===== src/hw/rtl/otg_pkg.sv =====
`timescale 1ns / 1ps

package otg_pkg;

	// Grid limits and pixel coordinate width.
	localparam int MAX_TILES_PER_AXIS = 8;
	localparam int DIM_BITS           = 14;

	// Derived widths: tile index, tile count and the count accumulator.
	localparam int IDX_W = (MAX_TILES_PER_AXIS > 1) ? $clog2(MAX_TILES_PER_AXIS) : 1;
	localparam int CNT_W = $clog2(MAX_TILES_PER_AXIS + 1);
	localparam int ACC_W = DIM_BITS + $clog2(MAX_TILES_PER_AXIS) + 1;

	// Register port geometry.
	localparam int APB_DW = 32;
	localparam int APB_AW = 3;

	typedef logic [DIM_BITS-1:0] dim_t;
	typedef logic [IDX_W-1:0]    idx_t;
	typedef logic [CNT_W-1:0]    cnt_t;
	typedef logic [ACC_W-1:0]    acc_t;

	// Register indexes, taken from the word address.
	typedef enum logic {
		REG_TILE_EDGE    = 1'b0,
		REG_TILE_OVERLAP = 1'b1
	} reg_idx_t;

	localparam dim_t TILE_EDGE_RESET    = dim_t'(512);
	localparam dim_t TILE_OVERLAP_RESET = dim_t'(64);

	// Commands from the controller to the datapath.
	typedef struct packed {
		logic load;
		logic count_step;
		logic advance;
	} otg_cmd_t;

	// Status from the datapath to the controller.
	typedef struct packed {
		logic empty_in;
		logic count_done;
		logic last;
	} otg_sts_t;

endpackage


===== src/hw/rtl/otg_if.sv =====
`timescale 1ns / 1ps

// Channel that carries one image size.
interface otg_in_if;
	logic                valid;
	logic                ready;
	otg_pkg::dim_t       frame_width;
	otg_pkg::dim_t       frame_height;

	modport source (output valid, output frame_width, output frame_height, input ready);
	modport sink   (input valid, input frame_width, input frame_height, output ready);
endinterface

// Channel that carries one tile of the layout.
interface otg_out_if;
	logic                valid;
	logic                ready;
	otg_pkg::dim_t       origin_x;
	otg_pkg::dim_t       origin_y;
	otg_pkg::idx_t       grid_row;
	otg_pkg::idx_t       grid_col;
	otg_pkg::cnt_t       count_across;
	otg_pkg::cnt_t       count_down;
	logic                empty_layout;
	logic                count_clipped;
	logic                last_tile;

	modport source (
		output valid, output origin_x, output origin_y, output grid_row, output grid_col,
		output count_across, output count_down, output empty_layout, output count_clipped,
		output last_tile, input ready
	);
	modport sink (
		input valid, input origin_x, input origin_y, input grid_row, input grid_col,
		input count_across, input count_down, input empty_layout, input count_clipped,
		input last_tile, output ready
	);
endinterface


===== src/hw/rtl/otg_regs.sv =====
`timescale 1ns / 1ps

module otg_regs (
	input  logic                        clk,
	input  logic                        arst_n,
	input  logic                        psel,
	input  logic                        penable,
	input  logic                        pwrite,
	input  logic [otg_pkg::APB_AW-1:0]  paddr,
	input  logic [otg_pkg::APB_DW-1:0]  pwdata,
	output logic [otg_pkg::APB_DW-1:0]  prdata,
	output logic                        pready,
	output otg_pkg::dim_t               tile_edge,
	output otg_pkg::dim_t               tile_overlap
);

	otg_pkg::dim_t     edge_q;
	otg_pkg::dim_t     overlap_q;
	otg_pkg::reg_idx_t reg_idx;

	assign reg_idx = otg_pkg::reg_idx_t'(paddr[2]);
	assign pready  = 1'b1;

	// Register writes complete in the access cycle.
	always_ff @(posedge clk or negedge arst_n) begin
		if (!arst_n) begin
			edge_q    <= otg_pkg::TILE_EDGE_RESET;
			overlap_q <= otg_pkg::TILE_OVERLAP_RESET;
		end else if (psel && penable && pwrite) begin
			unique case (reg_idx)
				otg_pkg::REG_TILE_EDGE:    edge_q    <= pwdata[otg_pkg::DIM_BITS-1:0];
				otg_pkg::REG_TILE_OVERLAP: overlap_q <= pwdata[otg_pkg::DIM_BITS-1:0];
			endcase
		end
	end

	// Read data mux.
	always_comb begin
		unique case (reg_idx)
			otg_pkg::REG_TILE_EDGE:
				prdata = otg_pkg::APB_DW'(edge_q);
			otg_pkg::REG_TILE_OVERLAP:
				prdata = otg_pkg::APB_DW'(overlap_q);
		endcase
	end

	assign tile_edge    = edge_q;
	assign tile_overlap = overlap_q;

endmodule


===== src/hw/rtl/otg_ctrl.sv =====
`timescale 1ns / 1ps

module otg_ctrl (
	input  logic              clk,
	input  logic              arst_n,
	input  logic              in_valid,
	output logic              in_ready,
	output logic              out_valid,
	input  logic              out_ready,
	input  otg_pkg::otg_sts_t sts,
	output otg_pkg::otg_cmd_t cmd
);

	typedef enum logic [2:0] {
		ST_IDLE  = 3'b001,
		ST_COUNT = 3'b010,
		ST_EMIT  = 3'b100
	} state_t;

	state_t state_q;
	state_t state_nxt;

	// Handshake and datapath commands decoded from the state.
	assign in_ready       = (state_q == ST_IDLE);
	assign out_valid      = (state_q == ST_EMIT);
	assign cmd.load       = in_valid && (state_q == ST_IDLE);
	assign cmd.count_step = (state_q == ST_COUNT);
	assign cmd.advance    = out_ready && (state_q == ST_EMIT);

	// Next state: an empty layout skips the counting phase.
	always_comb begin
		state_nxt = state_q;
		unique case (state_q)
			ST_IDLE: begin
				if (in_valid) begin
					state_nxt = sts.empty_in ? ST_EMIT : ST_COUNT;
				end
			end
			ST_COUNT: begin
				if (sts.count_done) begin
					state_nxt = ST_EMIT;
				end
			end
			ST_EMIT: begin
				if (out_ready && sts.last) begin
					state_nxt = ST_IDLE;
				end
			end
			default: state_nxt = ST_IDLE;
		endcase
	end

	always_ff @(posedge clk or negedge arst_n) begin
		if (!arst_n) begin
			state_q <= ST_IDLE;
		end else begin
			state_q <= state_nxt;
		end
	end

endmodule


===== src/hw/rtl/otg_dpath.sv =====
`timescale 1ns / 1ps

module otg_dpath (
	input  logic              clk,
	input  logic              arst_n,
	input  otg_pkg::otg_cmd_t cmd,
	output otg_pkg::otg_sts_t sts,
	input  otg_pkg::dim_t     frame_width,
	input  otg_pkg::dim_t     frame_height,
	input  otg_pkg::dim_t     tile_edge,
	input  otg_pkg::dim_t     tile_overlap,
	output otg_pkg::dim_t     origin_x,
	output otg_pkg::dim_t     origin_y,
	output otg_pkg::idx_t     grid_row,
	output otg_pkg::idx_t     grid_col,
	output otg_pkg::cnt_t     count_across,
	output otg_pkg::cnt_t     count_down,
	output logic              empty_layout,
	output logic              count_clipped,
	output logic              last_tile
);

	localparam otg_pkg::idx_t IDX_LAST  = otg_pkg::idx_t'(otg_pkg::MAX_TILES_PER_AXIS - 1);
	localparam otg_pkg::cnt_t CNT_LIMIT = otg_pkg::cnt_t'(otg_pkg::MAX_TILES_PER_AXIS);

	otg_pkg::dim_t ext_x_q, ext_y_q, step_q, pos_x_q, pos_y_q;
	otg_pkg::acc_t acc_x_q, acc_y_q;
	otg_pkg::idx_t iter_q, col_q, row_q;
	otg_pkg::cnt_t cnt_x_q, cnt_y_q;
	logic          done_x_q, done_y_q, clip_q, empty_q;
	logic          col_end, row_end;

	// Preconditions checked on the incoming size.
	assign sts.empty_in = (tile_overlap >= tile_edge) || (frame_width < tile_edge)
		|| (frame_height < tile_edge);
	assign sts.count_done = done_x_q && done_y_q;

	// Position in the grid.
	assign col_end  = (otg_pkg::cnt_t'(col_q) == (cnt_x_q - otg_pkg::cnt_t'(1)));
	assign row_end  = (otg_pkg::cnt_t'(row_q) == (cnt_y_q - otg_pkg::cnt_t'(1)));
	assign sts.last = empty_q || (col_end && row_end);

	// Counting uses a shared step: each cycle every unfinished axis compares its running
	// multiple of the stride with the span beyond the first tile and adds one more stride.
	// Emission moves x one stride per column and y one stride per row.
	always_ff @(posedge clk or negedge arst_n) begin
		if (!arst_n) begin
			ext_x_q  <= '0;
			ext_y_q  <= '0;
			step_q   <= '0;
			pos_x_q  <= '0;
			pos_y_q  <= '0;
			acc_x_q  <= '0;
			acc_y_q  <= '0;
			iter_q   <= '0;
			col_q    <= '0;
			row_q    <= '0;
			cnt_x_q  <= '0;
			cnt_y_q  <= '0;
			done_x_q <= 1'b0;
			done_y_q <= 1'b0;
			clip_q   <= 1'b0;
			empty_q  <= 1'b0;
		end else if (cmd.load) begin
			ext_x_q  <= frame_width - tile_edge;
			ext_y_q  <= frame_height - tile_edge;
			step_q   <= tile_edge - tile_overlap;
			pos_x_q  <= '0;
			pos_y_q  <= '0;
			acc_x_q  <= '0;
			acc_y_q  <= '0;
			iter_q   <= '0;
			col_q    <= '0;
			row_q    <= '0;
			cnt_x_q  <= '0;
			cnt_y_q  <= '0;
			done_x_q <= sts.empty_in;
			done_y_q <= sts.empty_in;
			clip_q   <= 1'b0;
			empty_q  <= sts.empty_in;
		end else if (cmd.count_step) begin
			if (!done_x_q) begin
				if (acc_x_q >= otg_pkg::acc_t'(ext_x_q)) begin
					done_x_q <= 1'b1;
					cnt_x_q  <= otg_pkg::cnt_t'(iter_q) + otg_pkg::cnt_t'(1);
				end else if (iter_q == IDX_LAST) begin
					done_x_q <= 1'b1;
					cnt_x_q  <= CNT_LIMIT;
					clip_q   <= 1'b1;
				end else begin
					acc_x_q <= acc_x_q + otg_pkg::acc_t'(step_q);
				end
			end
			if (!done_y_q) begin
				if (acc_y_q >= otg_pkg::acc_t'(ext_y_q)) begin
					done_y_q <= 1'b1;
					cnt_y_q  <= otg_pkg::cnt_t'(iter_q) + otg_pkg::cnt_t'(1);
				end else if (iter_q == IDX_LAST) begin
					done_y_q <= 1'b1;
					cnt_y_q  <= CNT_LIMIT;
					clip_q   <= 1'b1;
				end else begin
					acc_y_q <= acc_y_q + otg_pkg::acc_t'(step_q);
				end
			end
			if (iter_q != IDX_LAST) begin
				iter_q <= iter_q + otg_pkg::idx_t'(1);
			end
		end else if (cmd.advance) begin
			if (col_end) begin
				col_q   <= '0;
				pos_x_q <= '0;
				row_q   <= row_q + otg_pkg::idx_t'(1);
				pos_y_q <= pos_y_q + step_q;
			end else begin
				col_q   <= col_q + otg_pkg::idx_t'(1);
				pos_x_q <= pos_x_q + step_q;
			end
		end
	end

	// The last column and row sit against the image edge.
	assign origin_x      = empty_q ? '0 : (col_end ? ext_x_q : pos_x_q);
	assign origin_y      = empty_q ? '0 : (row_end ? ext_y_q : pos_y_q);
	assign grid_row      = row_q;
	assign grid_col      = col_q;
	assign count_across  = cnt_x_q;
	assign count_down    = cnt_y_q;
	assign empty_layout  = empty_q;
	assign count_clipped = clip_q;
	assign last_tile     = sts.last;

endmodule


===== src/hw/rtl/overlapping_tile_grid_generator_unit.sv =====
`timescale 1ns / 1ps

// Overlapping tile grid generator. Each transfer on dims carries an image size; the block
// answers with the tiles of side tile_edge that cover it, row-major, neighbors sharing
// tile_overlap pixels, the last column and row pinned to the image edge, and last_tile set
// on the final one. A size that cannot hold one tile, or an overlap not below the tile
// edge, gives a single transfer with empty_layout set. One image is handled at a time:
// after the accept, a counting phase steps both axes together to find the tile counts,
// each one more than the quotient ceil((dimension - tile_edge) / stride), that quotient
// capped at MAX_TILES_PER_AXIS - 1 (count_clipped is set when a quotient exceeds the cap);
// an empty layout skips that phase. Then one tile is offered at a time, each held until
// tiles is ready, and dims is ready again the cycle after the last transfer.
// tile_edge sits at byte address 0 and tile_overlap at 4; write them only while idle.
module overlapping_tile_grid_generator_unit (
	input  logic                        clk,
	input  logic                        arst_n,
	otg_in_if.sink                      dims,
	otg_out_if.source                   tiles,
	input  logic                        psel,
	input  logic                        penable,
	input  logic                        pwrite,
	input  logic [otg_pkg::APB_AW-1:0]  paddr,
	input  logic [otg_pkg::APB_DW-1:0]  pwdata,
	output logic [otg_pkg::APB_DW-1:0]  prdata,
	output logic                        pready
);

	otg_pkg::dim_t     tile_edge;
	otg_pkg::dim_t     tile_overlap;
	otg_pkg::otg_cmd_t cmd;
	otg_pkg::otg_sts_t sts;

	// Configuration registers.
	otg_regs u_regs (
		.clk          (clk),
		.arst_n       (arst_n),
		.psel         (psel),
		.penable      (penable),
		.pwrite       (pwrite),
		.paddr        (paddr),
		.pwdata       (pwdata),
		.prdata       (prdata),
		.pready       (pready),
		.tile_edge    (tile_edge),
		.tile_overlap (tile_overlap)
	);

	// Sequencing of one image.
	otg_ctrl u_ctrl (
		.clk       (clk),
		.arst_n    (arst_n),
		.in_valid  (dims.valid),
		.in_ready  (dims.ready),
		.out_valid (tiles.valid),
		.out_ready (tiles.ready),
		.sts       (sts),
		.cmd       (cmd)
	);

	// Counting and tile position datapath.
	otg_dpath u_dpath (
		.clk           (clk),
		.arst_n        (arst_n),
		.cmd           (cmd),
		.sts           (sts),
		.frame_width   (dims.frame_width),
		.frame_height  (dims.frame_height),
		.tile_edge     (tile_edge),
		.tile_overlap  (tile_overlap),
		.origin_x      (tiles.origin_x),
		.origin_y      (tiles.origin_y),
		.grid_row      (tiles.grid_row),
		.grid_col      (tiles.grid_col),
		.count_across  (tiles.count_across),
		.count_down    (tiles.count_down),
		.empty_layout  (tiles.empty_layout),
		.count_clipped (tiles.count_clipped),
		.last_tile     (tiles.last_tile)
	);

endmodule


===== src/flat_wrapper.sv =====
// flat-port wrapper written by rule: the top's interface ports become plain ports
module overlapping_tile_grid_generator_unit_flat 
  (clk, arst_n, psel, penable, pwrite, paddr, pwdata, prdata, pready, dims_valid, dims_frame_width, dims_frame_height, dims_ready, tiles_valid, tiles_origin_x, tiles_origin_y, tiles_grid_row, tiles_grid_col, tiles_count_across, tiles_count_down, tiles_empty_layout, tiles_count_clipped, tiles_last_tile, tiles_ready);
  otg_in_if dims_i ();
  otg_out_if tiles_i ();
  input  logic clk;
  input  logic arst_n;
  input  logic psel;
  input  logic penable;
  input  logic pwrite;
  input  logic [otg_pkg::APB_AW-1:0] paddr;
  input  logic [otg_pkg::APB_DW-1:0] pwdata;
  output logic [otg_pkg::APB_DW-1:0] prdata;
  output logic pready;
  input wire logic [$bits(dims_i.valid)-1:0] dims_valid;
  input wire logic [$bits(dims_i.frame_width)-1:0] dims_frame_width;
  input wire logic [$bits(dims_i.frame_height)-1:0] dims_frame_height;
  output wire logic [$bits(dims_i.ready)-1:0] dims_ready;
  output wire logic [$bits(tiles_i.valid)-1:0] tiles_valid;
  output wire logic [$bits(tiles_i.origin_x)-1:0] tiles_origin_x;
  output wire logic [$bits(tiles_i.origin_y)-1:0] tiles_origin_y;
  output wire logic [$bits(tiles_i.grid_row)-1:0] tiles_grid_row;
  output wire logic [$bits(tiles_i.grid_col)-1:0] tiles_grid_col;
  output wire logic [$bits(tiles_i.count_across)-1:0] tiles_count_across;
  output wire logic [$bits(tiles_i.count_down)-1:0] tiles_count_down;
  output wire logic [$bits(tiles_i.empty_layout)-1:0] tiles_empty_layout;
  output wire logic [$bits(tiles_i.count_clipped)-1:0] tiles_count_clipped;
  output wire logic [$bits(tiles_i.last_tile)-1:0] tiles_last_tile;
  input wire logic [$bits(tiles_i.ready)-1:0] tiles_ready;
  assign dims_i.valid = dims_valid;
  assign dims_i.frame_width = dims_frame_width;
  assign dims_i.frame_height = dims_frame_height;
  assign dims_ready = dims_i.ready;
  assign tiles_valid = tiles_i.valid;
  assign tiles_origin_x = tiles_i.origin_x;
  assign tiles_origin_y = tiles_i.origin_y;
  assign tiles_grid_row = tiles_i.grid_row;
  assign tiles_grid_col = tiles_i.grid_col;
  assign tiles_count_across = tiles_i.count_across;
  assign tiles_count_down = tiles_i.count_down;
  assign tiles_empty_layout = tiles_i.empty_layout;
  assign tiles_count_clipped = tiles_i.count_clipped;
  assign tiles_last_tile = tiles_i.last_tile;
  assign tiles_i.ready = tiles_ready;
  overlapping_tile_grid_generator_unit u_core (.clk(clk), .arst_n(arst_n), .dims(dims_i), .tiles(tiles_i), .psel(psel), .penable(penable), .pwrite(pwrite), .paddr(paddr), .pwdata(pwdata), .prdata(prdata), .pready(pready));
endmodule

===== config.mk =====
export PLATFORM = sky130hd
export DESIGN_NAME = overlapping_tile_grid_generator_unit_flat
export DESIGN_NICKNAME = d
export VERILOG_FILES = /design/src/hw/rtl/otg_pkg.sv /design/src/hw/rtl/otg_if.sv /design/src/hw/rtl/otg_regs.sv /design/src/hw/rtl/otg_ctrl.sv /design/src/hw/rtl/otg_dpath.sv /design/src/hw/rtl/overlapping_tile_grid_generator_unit.sv /design/src/flat_wrapper.sv
export SDC_FILE = /design/constraint.sdc
export NUM_CORES = 1
export LEC_CHECK = 0
export BUFFER_PORTS_ARGS = -buffer_cell sky130_fd_sc_hd__buf_2
export CAP_MARGIN = 0
export CORE_ASPECT_RATIO = 2
export CORE_MARGIN = 2
export CORE_UTILIZATION = 30
export CTS_CLUSTER_DIAMETER = 100
export CTS_CLUSTER_SIZE = 25
export DETAILED_ROUTE_END_ITERATION = 8
export PLACE_DENSITY = 0.51
export SYNTH_ARGS = -nofsm -noshare
export SYNTH_HDL_FRONTEND = slang
export SYNTH_HIERARCHICAL = 1
export SYNTH_SLANG_ARGS = --single-unit

===== constraint.sdc =====
create_clock -name clk -period 2.9 [get_ports clk]
set_clock_uncertainty 0.15 [all_clocks]
set_input_delay 0.58 -clock clk [delete_from_list [all_inputs] [get_ports clk]]
set_output_delay 0.58 -clock clk [all_outputs]
set_load 0.1 [all_outputs]

After elaboration in Yosys (flattened, before gate mapping)

Cells that the tools add are included.

Add/subtract/negate cells: 13
$lt $le $gt $ge: 5
Equal/unequal tests: 16
Mux-type cells: 65
Bitwise gates (word level): 1
Reductions and logical operators: 26

Operator list:

| operator            | number |
|---|---|
| $mux 18             | 10 |
| $mux 14             | 12 |
| $pmux 32 s2         | 1 |
| $mux 3              | 15 |
| $sub 14x14->14      | 3 |
| $add 18x14->18      | 2 |
| $ge 18x14->1        | 2 |
| $mux 4              | 9 |
| $add 14x14->14      | 2 |
| $lt 14x14->1        | 2 |
| $mux 1              | 17 |
| $ge 14x14->1        | 1 |
| $ne 2x1->1 const B  | 7 |
| $reduce_and 3->1    | 4 |
| $add 3x1->3 const B | 3 |
| $pmux 3 s3          | 1 |
| $eq 3x4->1          | 2 |
| $reduce_and 2->1    | 4 |
| $reduce_and 4->1    | 2 |
| $reduce_bool 2->1   | 4 |
| $sub 4x1->4 const B | 2 |
| $logic_and 1x1->1   | 7 |
| $eq 3x3->1 const B  | 2 |
| $reduce_bool 3->1   | 2 |
| 7 further kinds     | 10 |

Bits in registers: 158
Output and inout bits: 80
Logic and storage cells: 145

Longest topological paths before layout

Gate-level depths: netlist of run 1.

Depth in word-level cells: 9
Gate-level depth with buffers: 11
Depth with buffers taken out: 11

Hierarchy

The synthesis of run 1 kept the hierarchy.

By module, submodules not included:

| module    | times used | cells each | area an instance (um^2) | seq. area each (um^2) |
|---|---|---|---|---|
| otg_dpath | 1          | 1,184      | 10,328.7                | 3,178.0 |
| otg_regs  | 1          | 97         | 1,447.6                 | 703.2 |
| otg_ctrl  | 1          | 19         | 185.2                   | 76.3 |

Worst setup path before layout of run 1

OpenSTA, ideal clock, no wires.

Kind: reg2out
Start: register u_core.u_dpath.cnt_x_q[0], in the netlist u_core/u_dpath/count_across[0]
End: output tiles_origin_x[10]
Data arrival time: 3.779 ns
Data required time: 2.170 ns
Slack: -1.609 ns
Stages on the path, launching flop included: 8
Path buffers: 1
Cell sequence: dfrtp_1 inv_1 ha_1 xnor2_1 nor3_4 buf_2 mux2i_1 nor2_1

Longest elaborated chain between the ends: 4

RTL lines:

| element                  | line               | text |
|---|---|---|
| start: declaration       | otg_dpath.sv:29    | `otg_pkg::cnt_t cnt_x_q, cnt_y_q;` |
| start signal: assignment | otg_dpath.sv:85    | `cnt_x_q <= otg_pkg::cnt_t'(iter_q) + otg_pkg::cnt_t'(1);` |
| $sub 4x1->4              | otg_dpath.sv:39    | `assign col_end = (otg_pkg::cnt_t'(col_q) == (cnt_x_q - otg_pkg::cnt_t'(1)));` |
| $eq 3x4->1               | otg_dpath.sv:39    |  |
| $mux 14 (2 in series)    | otg_dpath.sv:123   | `assign origin_x = empty_q ? '0 : (col_end ? ext_x_q : pos_x_q);` |
| end: declaration         | flat_wrapper.sv:20 | `output wire logic [$bits(tiles_i.origin_x)-1:0] tiles_origin_x;` |

No other way between the ends.

Final worst setup path of run 1

Start: register u_core.u_dpath.cnt_x_q[1], in the netlist u_core/u_dpath/count_across[1]
End: output tiles_last_tile

Longest elaborated chain between the ends: 4

RTL lines:

| element           | line               | text |
|---|---|---|
| $sub 4x1->4       | otg_dpath.sv:39    |  |
| $eq 3x4->1        | otg_dpath.sv:39    |  |
| $logic_and 1x1->1 | otg_dpath.sv:41    | `assign sts.last = empty_q \|\| (col_end && row_end);` |
| $logic_or 1x1->1  | otg_dpath.sv:41    |  |
| end: declaration  | flat_wrapper.sv:28 | `output wire logic [$bits(tiles_i.last_tile)-1:0] tiles_last_tile;` |

No other way between the ends.

==> summary.txt, run 1 <==
Floorplan
  • Starting Density: 0.303
  • Die area: 41,600 µm²
  • I/O pins: 150
  • Core area: approximately 40,000 µm²
  • Height of the die: roughly 290 µm
  • Rows: 103
  • Die width: about 150 µm

Logic synthesis
  • Number of synthesized flops with an enable pin: 0
  • Syn. warnings: 6
  • Prevailing post-synth register cell: dfrtp_1
  • Count of cell types in the netlist: a little under 80
  • Synth Register Bits: between 150 and 200
  • Post-synth ARST share: 1.00
  • Mean Syn Cell Area: 9.20 µm²
  • Cells after synthesis: around 1.3k
  • Sequential element share of the synthesized area: 0.331
  • Mapped Area: around 12,000 µm²

Critical path
  • CP max FO: 17
  • Reg2Reg Launch Point: u_core/u_regs/tile_edge[9]
  • WS Path Type: register to primary output
  • CP startpoint kind: register
  • Crit path capture type: primary output
  • Arrival time worst endpoint: ~2.4 ns
  • Reg2reg path depth: 12
  • Critical Path RT: ~2.2 ns
  • CP Launch Point: u_core/u_dpath/count_across[1]

Timing
  • Setup ws final: -0.210 ns
  • Max Freq: 0.322 GHz
  • Minimum clock period: about 3.1 ns
  • Worst Max-Slew Pin Slew: 0.554 ns
  • Final setup fails: 29
  • Crit share post-route: 1.07
  • Final hold vios: 0
  • Fin. max-slew vios: 0
  • RSZ-0062 raised after global routing: yes
  • Relative slew slack: 0.631

Hold path
  • Hold Startpoint: pwdata[0]
  • Worst min-delay path category: input port to register
  • Worst Hold Path Cells: 2

CTS
  • Total CTS buffers: 17
  • CTS Root Cell: clkbuf_16
  • CTS H-tree depth: 4
  • Clk buf depth: 2
  • CTS tree: built
  • Clock Sinks: approximately 160
  • Clock transition at path regs: roughly 0.060 ns
  • Clk_lat worst skew: approximately 0.44 ns

Global route
  • Global-route wire length before repair: around 59,000 µm
  • Largest net degree at the start of global routing: 73
  • GRT Overall Usage: 0.184
  • Initial antenna violation count: 1
  • Total grt overflow: 0
  • Vias in the first global route: 10.6k

Routing
  • Drt first pass iters: 5
  • Wl on met1: approximately 14,000 µm
  • Final wirelength: between 30,000 and 40,000 µm
  • Metal3 WL: 1390 µm
  • # DRC: 0
  • Routed wire per std cell: between 15 and 20 µm
  • ANT nets after route: 0
  • Total number of vias: between 10k and 15k
  • Met2 wire length: 19,600 µm
  • Vias per cell: between 5 and 6
  • Drt initial violations: 494
  • Top sig layer: met5

Power and ir drop
  • Combinational share of power: 0.524
  • Peak VDD IR: 0.450 mV
  • Power density over cell area: between 700 and 800 nW/µm²
  • Sequential share of power: 0.288
  • Leakage: about 7.2 nW
  • Switching Fraction: 0.464
  • Internal: 6.55 mW
  • Net Sw Power: between 5 and 6 mW
  • Pwr Total: 12.2 mW
  • Clock power frac: 0.189

Placement
  • Placement Cell Area: approximately 14,000 µm²
  • Final HPWL DP: 30,300 µm
  • IO buf count: 110
  • Gp weighted congestion: between 0.9 and 1

Layout
  • Post-route cell area: ~15,000 µm²
  • Fill cell count: approximately 4k
  • Share of layout cells above drive strength 1: 0.267
  • Nets: approximately 1.7k
  • Syn-to-layout area delta: 27.9%

Outcome
  • Violations in the final reports: negative setup slack
  • Status: complete, but fails checks

Run
  • Max cap viols: 0
-- logic make-up after synthesis --
logic type / count (synthesis) / synth area share
AOI/OAI and AO/OA: 337 / 0.176
xor gates and xnor gates: 81 / 0.0593
adders and majority gates: 137 / 0.148
buffers and inverters: 145 / 0.0549
DFF: 158 / 0.331
muxes: 98 / 0.0904
other: 2 / 0.000628
and+or+nand+nor: 342 / 0.140
-- registers in the layout, summed over array words and instances, names as in the netlist --
register	flops
u_core/u_dpath/acc_x_q	18
u_core/u_dpath/pos_y_q	14
u_core/u_dpath/ext_y_q	14
u_core/u_ctrl/state_q	3
u_core/u_dpath/step_q	14
u_core/u_regs/tile_overlap	14
u_core/u_regs/tile_edge	14
u_core/u_dpath/ext_x_q	14
u_core/u_dpath/count_across	4
u_core/u_dpath/grid_col	3
u_core/u_dpath/count_down	4
u_core/u_dpath/count_clipped	1
u_core/u_dpath/grid_row	3
u_core/u_dpath/iter_q	3
u_core/u_dpath/acc_y_q	18
u_core/u_dpath/done_x_q	1
u_core/u_dpath/done_y_q	1
u_core/u_dpath/pos_x_q	14
u_core/u_dpath/empty_layout	1
-- critical path, stage by stage (launching register included) --
cell	delay (ns)
dfrtp_4	0.51
or3_1	0.39
a41oi_2	0.22
nor3_4	0.08
buf_12	0.18
buf_4	0.15
a21o_4	0.23
buf_12	0.16
-- power by group through the flow --
stage | Clock (mW) | Combinational [mW] | Sequential, mW
after global placement | 0 | 6.24 | 3.51
final | 2.31 | 6.41 | 3.52
after floorplan | 0 | 4.50 | 3.27
after global routing | 2.47 | 7.04 | 3.59
after detailed placement | 0 | 6.33 | 3.52
after CTS | 2.39 | 6.38 | 3.51
-- synth_stat cells, types with 16 or more instances --
cell,count,area share
nor3_1,21,0.0088
o21a_1,19,0.012
nor2b_1,23,0.012
xnor2_1,47,0.034
buf_4,20,0.013
ha_1,130,0.14
nand2b_1,17,0.0089
o21ai_0,67,0.028
mux2i_1,48,0.040
a21oi_1,113,0.047
nand2_1,117,0.037
dfrtp_1,155,0.32
a211oi_1,16,0.010
xor2_1,34,0.025
inv_1,86,0.027
nor2_1,93,0.029
clkbuf_1,24,0.0075
a21o_1,23,0.014
mux2_2,40,0.038
-- layout by cell type (no fill, tap or decap), types with 11 or more instances in the layout --
cell and n:
a211oi_1 15, a21o_1 22, a21oi_1 95, a21oi_4 14, buf_12 36, buf_2 80, buf_4 79, clkbuf_16 17
conb_1 19, dfrtp_1 137, ha_1 126, inv_1 81, mux2_2 40, mux2i_1 34, mux2i_2 11, nand2_1 103
nand2_4 14, nand2b_1 17, nand3_1 14, nand4_1 11, nor2_1 78, nor2_4 15, nor2b_1 23, nor3_1 19
o211ai_1 12, o21a_1 19, o21ai_0 62, o21ai_1 15, xnor2_1 44, xor2_1 34
-- metal layers --
metal	vias up	track usage
li1	4942	-
met1	4895	0.196
met2	267	0.335
met3	85	0.0283
met4	2	0.123
met5	-	0
-- final cells by class --
type | instances | area (µm²) | area share
inverter | 88 | 333 | 0.0217
timing repair buffer | 197 | 1740 | 0.113
multi-input combinational | 1014 | 7990 | 0.522
tap | 525 | 657 | 0.0429
clock buffer | 21 | 440 | 0.0288
sequential | 158 | 4000 | 0.261
clock inverter | 11 | 141 | 0.00924
antenna | 1 | 2.50 | 0.000164
-- through the flow --
stage,cells,TNS (ns),hold WS [ns],util,worst slack (ns)
floorplan,1317,-1.93,0.134,-,-0.164
global placement,1974,-0.809,0.329,0.367,-0.190
detailed placement,1974,-1.04,0.335,0.367,-0.232
CTS,2009,-5.14,0.194,0.385,-0.267
global route,2014,-6.42,0.205,0.388,-0.301
finish,2015,-3.26,0.227,0.388,-0.210
-- worst paths after layout --
kind | endpoint | slack, ns
min in group asynchronous | u_core/u_dpath/acc_y_q[15] | 0.51
worst min-delay path | u_core/u_regs/tile_edge[0] | 0.23
max in group asynchronous | u_core/u_dpath/count_down[0] | 1.21
worst max-delay path | tiles_last_tile | -0.21
worst max register to register | u_core/u_dpath/done_x_q | 0.12
worst min register to register | u_core/u_dpath/acc_y_q[14] | 0.35
-- what timing repair did --
action / CTS / global route
endpoints found under the setup margin: 33 / 45
buffers inserted: 2 / 5
hold endpoints to repair: 49 / 0
pin swaps: 19 / 14
gates resized for setup: 22 / 24
hold buffers: 1 / 0
Note: power is estimated with default switching activity, not from simulation.
==> inputs of run 2 (changes only) <==
--- a/config.mk
+++ b/config.mk
@@ -9,11 +9,11 @@
 export CAP_MARGIN = 0
 export CORE_ASPECT_RATIO = 2
 export CORE_MARGIN = 2
-export CORE_UTILIZATION = 30
+export CORE_UTILIZATION = 40
 export CTS_CLUSTER_DIAMETER = 100
 export CTS_CLUSTER_SIZE = 25
 export DETAILED_ROUTE_END_ITERATION = 8
-export PLACE_DENSITY = 0.51
+export PLACE_DENSITY = 0.63
 export SYNTH_ARGS = -nofsm -noshare
 export SYNTH_HDL_FRONTEND = slang
 export SYNTH_HIERARCHICAL = 1
==> run 2 against run 1 <==
  * The run still ends with negative setup slack left
  * Sequential power barely moved
  * First-iteration DRC count shrank 14%
  * Combinational power fell by 1%
  * Count of clock-buffer cells in the layout grew 1
  * Maximum frequency grew 0.13%
  * Core utilization is 12 points higher
  * Sequential share of layout area up 0.35 points
  * Global-route usage grew 4.6 points
==> summary.txt, run 2 (same netlist as run 1, synthesis figures left out) <==
Layout
  • Syn-to-layout area delta: 26.2% (was 27.9%)
  • Most frequent cells in the layout: 139 x dfrtp_1, 126 x ha_1, 99 x nand2_1 (was 137 x dfrtp_1, 126 x ha_1, 103 x nand2_1)
  • Area of the multi-input gates: 8050 µm² (was 7990 µm²)
  • Commonest non-fill, non-tap cell in the layout: dfrtp_1 (unchanged)
  • Register Area: 4000 µm² (about the same)
  • Largest regs: u_core/u_dpath/acc_x_q: 18 flops, u_core/u_dpath/acc_y_q: 18 flops (unchanged)
  • Nets: 1,667 (was 1,683)
  • Share of layout cells above drive strength 1: 0.262 (was 0.267)
  • Fill cell count: 2,703 (was 4,038)
  • Diodes inserted: 0 (was 1)

Critical path
  • CP max FO: 17 (unchanged)
  • Critical Path RT: 2.17 ns (about the same)
  • Reg2Reg Launch Point: u_core/u_regs/tile_edge[9] (unchanged)
  • Crit path capture type: primary output (unchanged)
  • CP startpoint kind: register (unchanged)
  • Arrival time worst endpoint: 2.38 ns (about the same)
  • R2R setup slack: 0.02 ns (was 0.12 ns)
  • Reg2reg path depth: 12 (unchanged)
  • Last element of the critical path: tiles_origin_x[12] (was tiles_last_tile)
  • CP Launch Point: u_core/u_dpath/count_across[1] (unchanged)
  • WS Path Type: register to primary output (unchanged)
  • Reg-to-reg endpoint: u_core/u_dpath/done_y_q (was u_core/u_dpath/done_x_q)

Power and ir drop
  • Leakage: 7.09 nW (was 7.17 nW)
  • Pwr Total: 12.0 mW (was 12.2 mW)
  • Peak VDD IR: 0.550 mV (was 0.450 mV)
  • Power density over cell area: 798 nW/µm² (was 800 nW/µm²)

Timing
  • Final setup fails: 29 (unchanged)
  • RSZ-0062 raised after global routing: yes (unchanged)
  • Worst Max-Slew Pin Slew: 1.13 ns (was 0.554 ns)
  • Fin. max-slew vios: 0 (unchanged)
  • Minimum clock period: 3.11 ns (about the same)
  • Crit share post-route: 1.07 (about the same)
  • Final hold vios: 0 (unchanged)
  • Max Freq: 0.322 GHz (about the same)
  • Relative slew slack: 0.244 (was 0.631)
  • Setup ws final: -0.206 ns (was -0.210 ns)
  • Final hold slack: 0.226 ns (was 0.227 ns)

Hold path
  • Worst min-delay path category: input port to register (unchanged)
  • Hold Startpoint: pwdata[3] (was pwdata[0])

CTS
  • Clock transition at path regs: 0.06 ns (about the same)
  • Clock Sinks: 158 (unchanged)
  • Clk buf depth: 2 (unchanged)
  • CTS tree: built (unchanged)
  • CTS Root Cell: clkbuf_16 (unchanged)
  • Clk_lat worst skew: 0.45 ns (was 0.44 ns)
  • CTS H-tree depth: 4 (unchanged)
  • Total CTS buffers: 17 (unchanged)

Global route
  • Total grt overflow: 0 (unchanged)
  • Global-route wire length before repair: 56,000 µm (was 59,100 µm)
  • Largest net degree at the start of global routing: 103 (was 73)
  • Vias in the first global route: 10.5k (was 10.6k)
  • GRT Overall Usage: 0.230 (was 0.184)
  • Initial antenna violation count: 0 (was 1)

Routing
  • Total number of vias: 10.2k (about the same)
  • Routed wire per std cell: 19.5 µm (was 18.7 µm)
  • Drt initial violations: 424 (was 494)
  • Drt first pass iters: 5 (unchanged)
  • Vias per cell: 5.57 (was 5.06)
  • Final wirelength: 35,800 µm (was 37,700 µm)
  • # DRC: 0 (unchanged)
  • ANT nets after route: 0 (unchanged)

Floorplan
  • Die area: 31,400 µm² (was 41,600 µm²)
  • Rows: 89 (was 103)
  • I/O pins: 150 (unchanged)
  • Die width: 126 µm (was 145 µm)
  • Starting Density: 0.405 (was 0.303)
  • Height of the die: 249 µm (was 286 µm)
  • Core area: 29,500 µm² (was 39,400 µm²)

Outcome
  • Violations in the final reports: negative setup slack (unchanged)
  • Status: complete, but fails checks (unchanged)

Placement
  • Final HPWL DP: 28,300 µm (was 30,300 µm)
  • IO buf count: 110 (unchanged)
  • Gp weighted congestion: 0.933 (was 0.915)

Run
  • Max cap viols: 0 (unchanged)
[run 2: cell count changes in the layout (fill, tap and decap cells not counted), sizes merged]
cell / change
buf: -17
bufinv: -2
clkbuf: +2
clkinvlp: +2
diode: -1
inv: -1
[run 2: area by class of cell]
| type | count | area share |
|---|---|---|
| Multi-Input combinational cell | 1014 | 0.534 |
| Clock inverter | 10 | 0.00580 |
| Tap cell | 364 | 0.0302 |
| Clock buffer | 22 | 0.0321 |
| Timing Repair Buffer | 181 | 0.111 |
| Sequential cell | 158 | 0.265 |
| Inverter | 88 | 0.0222 |
[run 2: how the worst min path moves through the flow]
stage,to,cells past startpoint
3_3_place_gp,u_core/u_dpath/pos_x_q[13],1
3_5_place_dp,u_core/u_dpath/pos_x_q[13],1
2_1_floorplan,u_core/u_ctrl/state_q[1],0
6_report,u_core/u_regs/tile_edge[3],2
5_1_grt,u_core/u_regs/tile_edge[11],2
4_1_cts,u_core/u_regs/tile_edge[6],2
[run 2: routing by layer]
metal | vias to the layer above | global-route usage | wire length, µm
met5 | - | 0 | 0
met4 | 0 | 0.130 | 2090
met3 | 79 | 0.0295 | 1120
met2 | 262 | 0.433 | 19500
met1 | 4984 | 0.239 | 13000
li1 | 4904 | - | -
[run 2: timing repair]
| item | 4_1_cts | 5_1_grt |
|---|---|---|
| cloned | 1 | 1 |
| hold buffers | 1 | 0 |
| gates resized for setup | 31 | 27 |
| setup buffers | 6 | 1 |
| pin swaps | 7 | 23 |
| endpoints found under the hold margin | 43 | 0 |
| endpoints found under the setup margin | 33 | 44 |
[run 2: metrics by stage]
stage                     setup TNS [ns]  setup slack, ns  instance area [µm²]  utilization  instances
after floorplan                    -1.93           -0.164                12500            -       1317
after detailed placement           -1.02           -0.242                14200        0.481       1795
after global placement            -0.895           -0.202                14200        0.481       1795
after CTS                          -5.13           -0.213                15000        0.507       1835
final                              -5.04           -0.206                15100        0.511       1837
after global routing               -7.39           -0.271                15100        0.511       1837
[run 2: worst max-delay path, cell delays in order, from the launching register on]
cell	delay (ns)
dfrtp_4	0.50
or3_4	0.41
a41oi_4	0.20
nor3_4	0.08
buf_12	0.18
mux2i_4	0.21
nor2_4	0.14
buf_12	0.18
[run 2: report_power, final]
group	internal [mW]	switching, mW
clock network	1.26	0.944
registers	2.72	0.791
logic	2.45	3.88
total	6.43	5.61
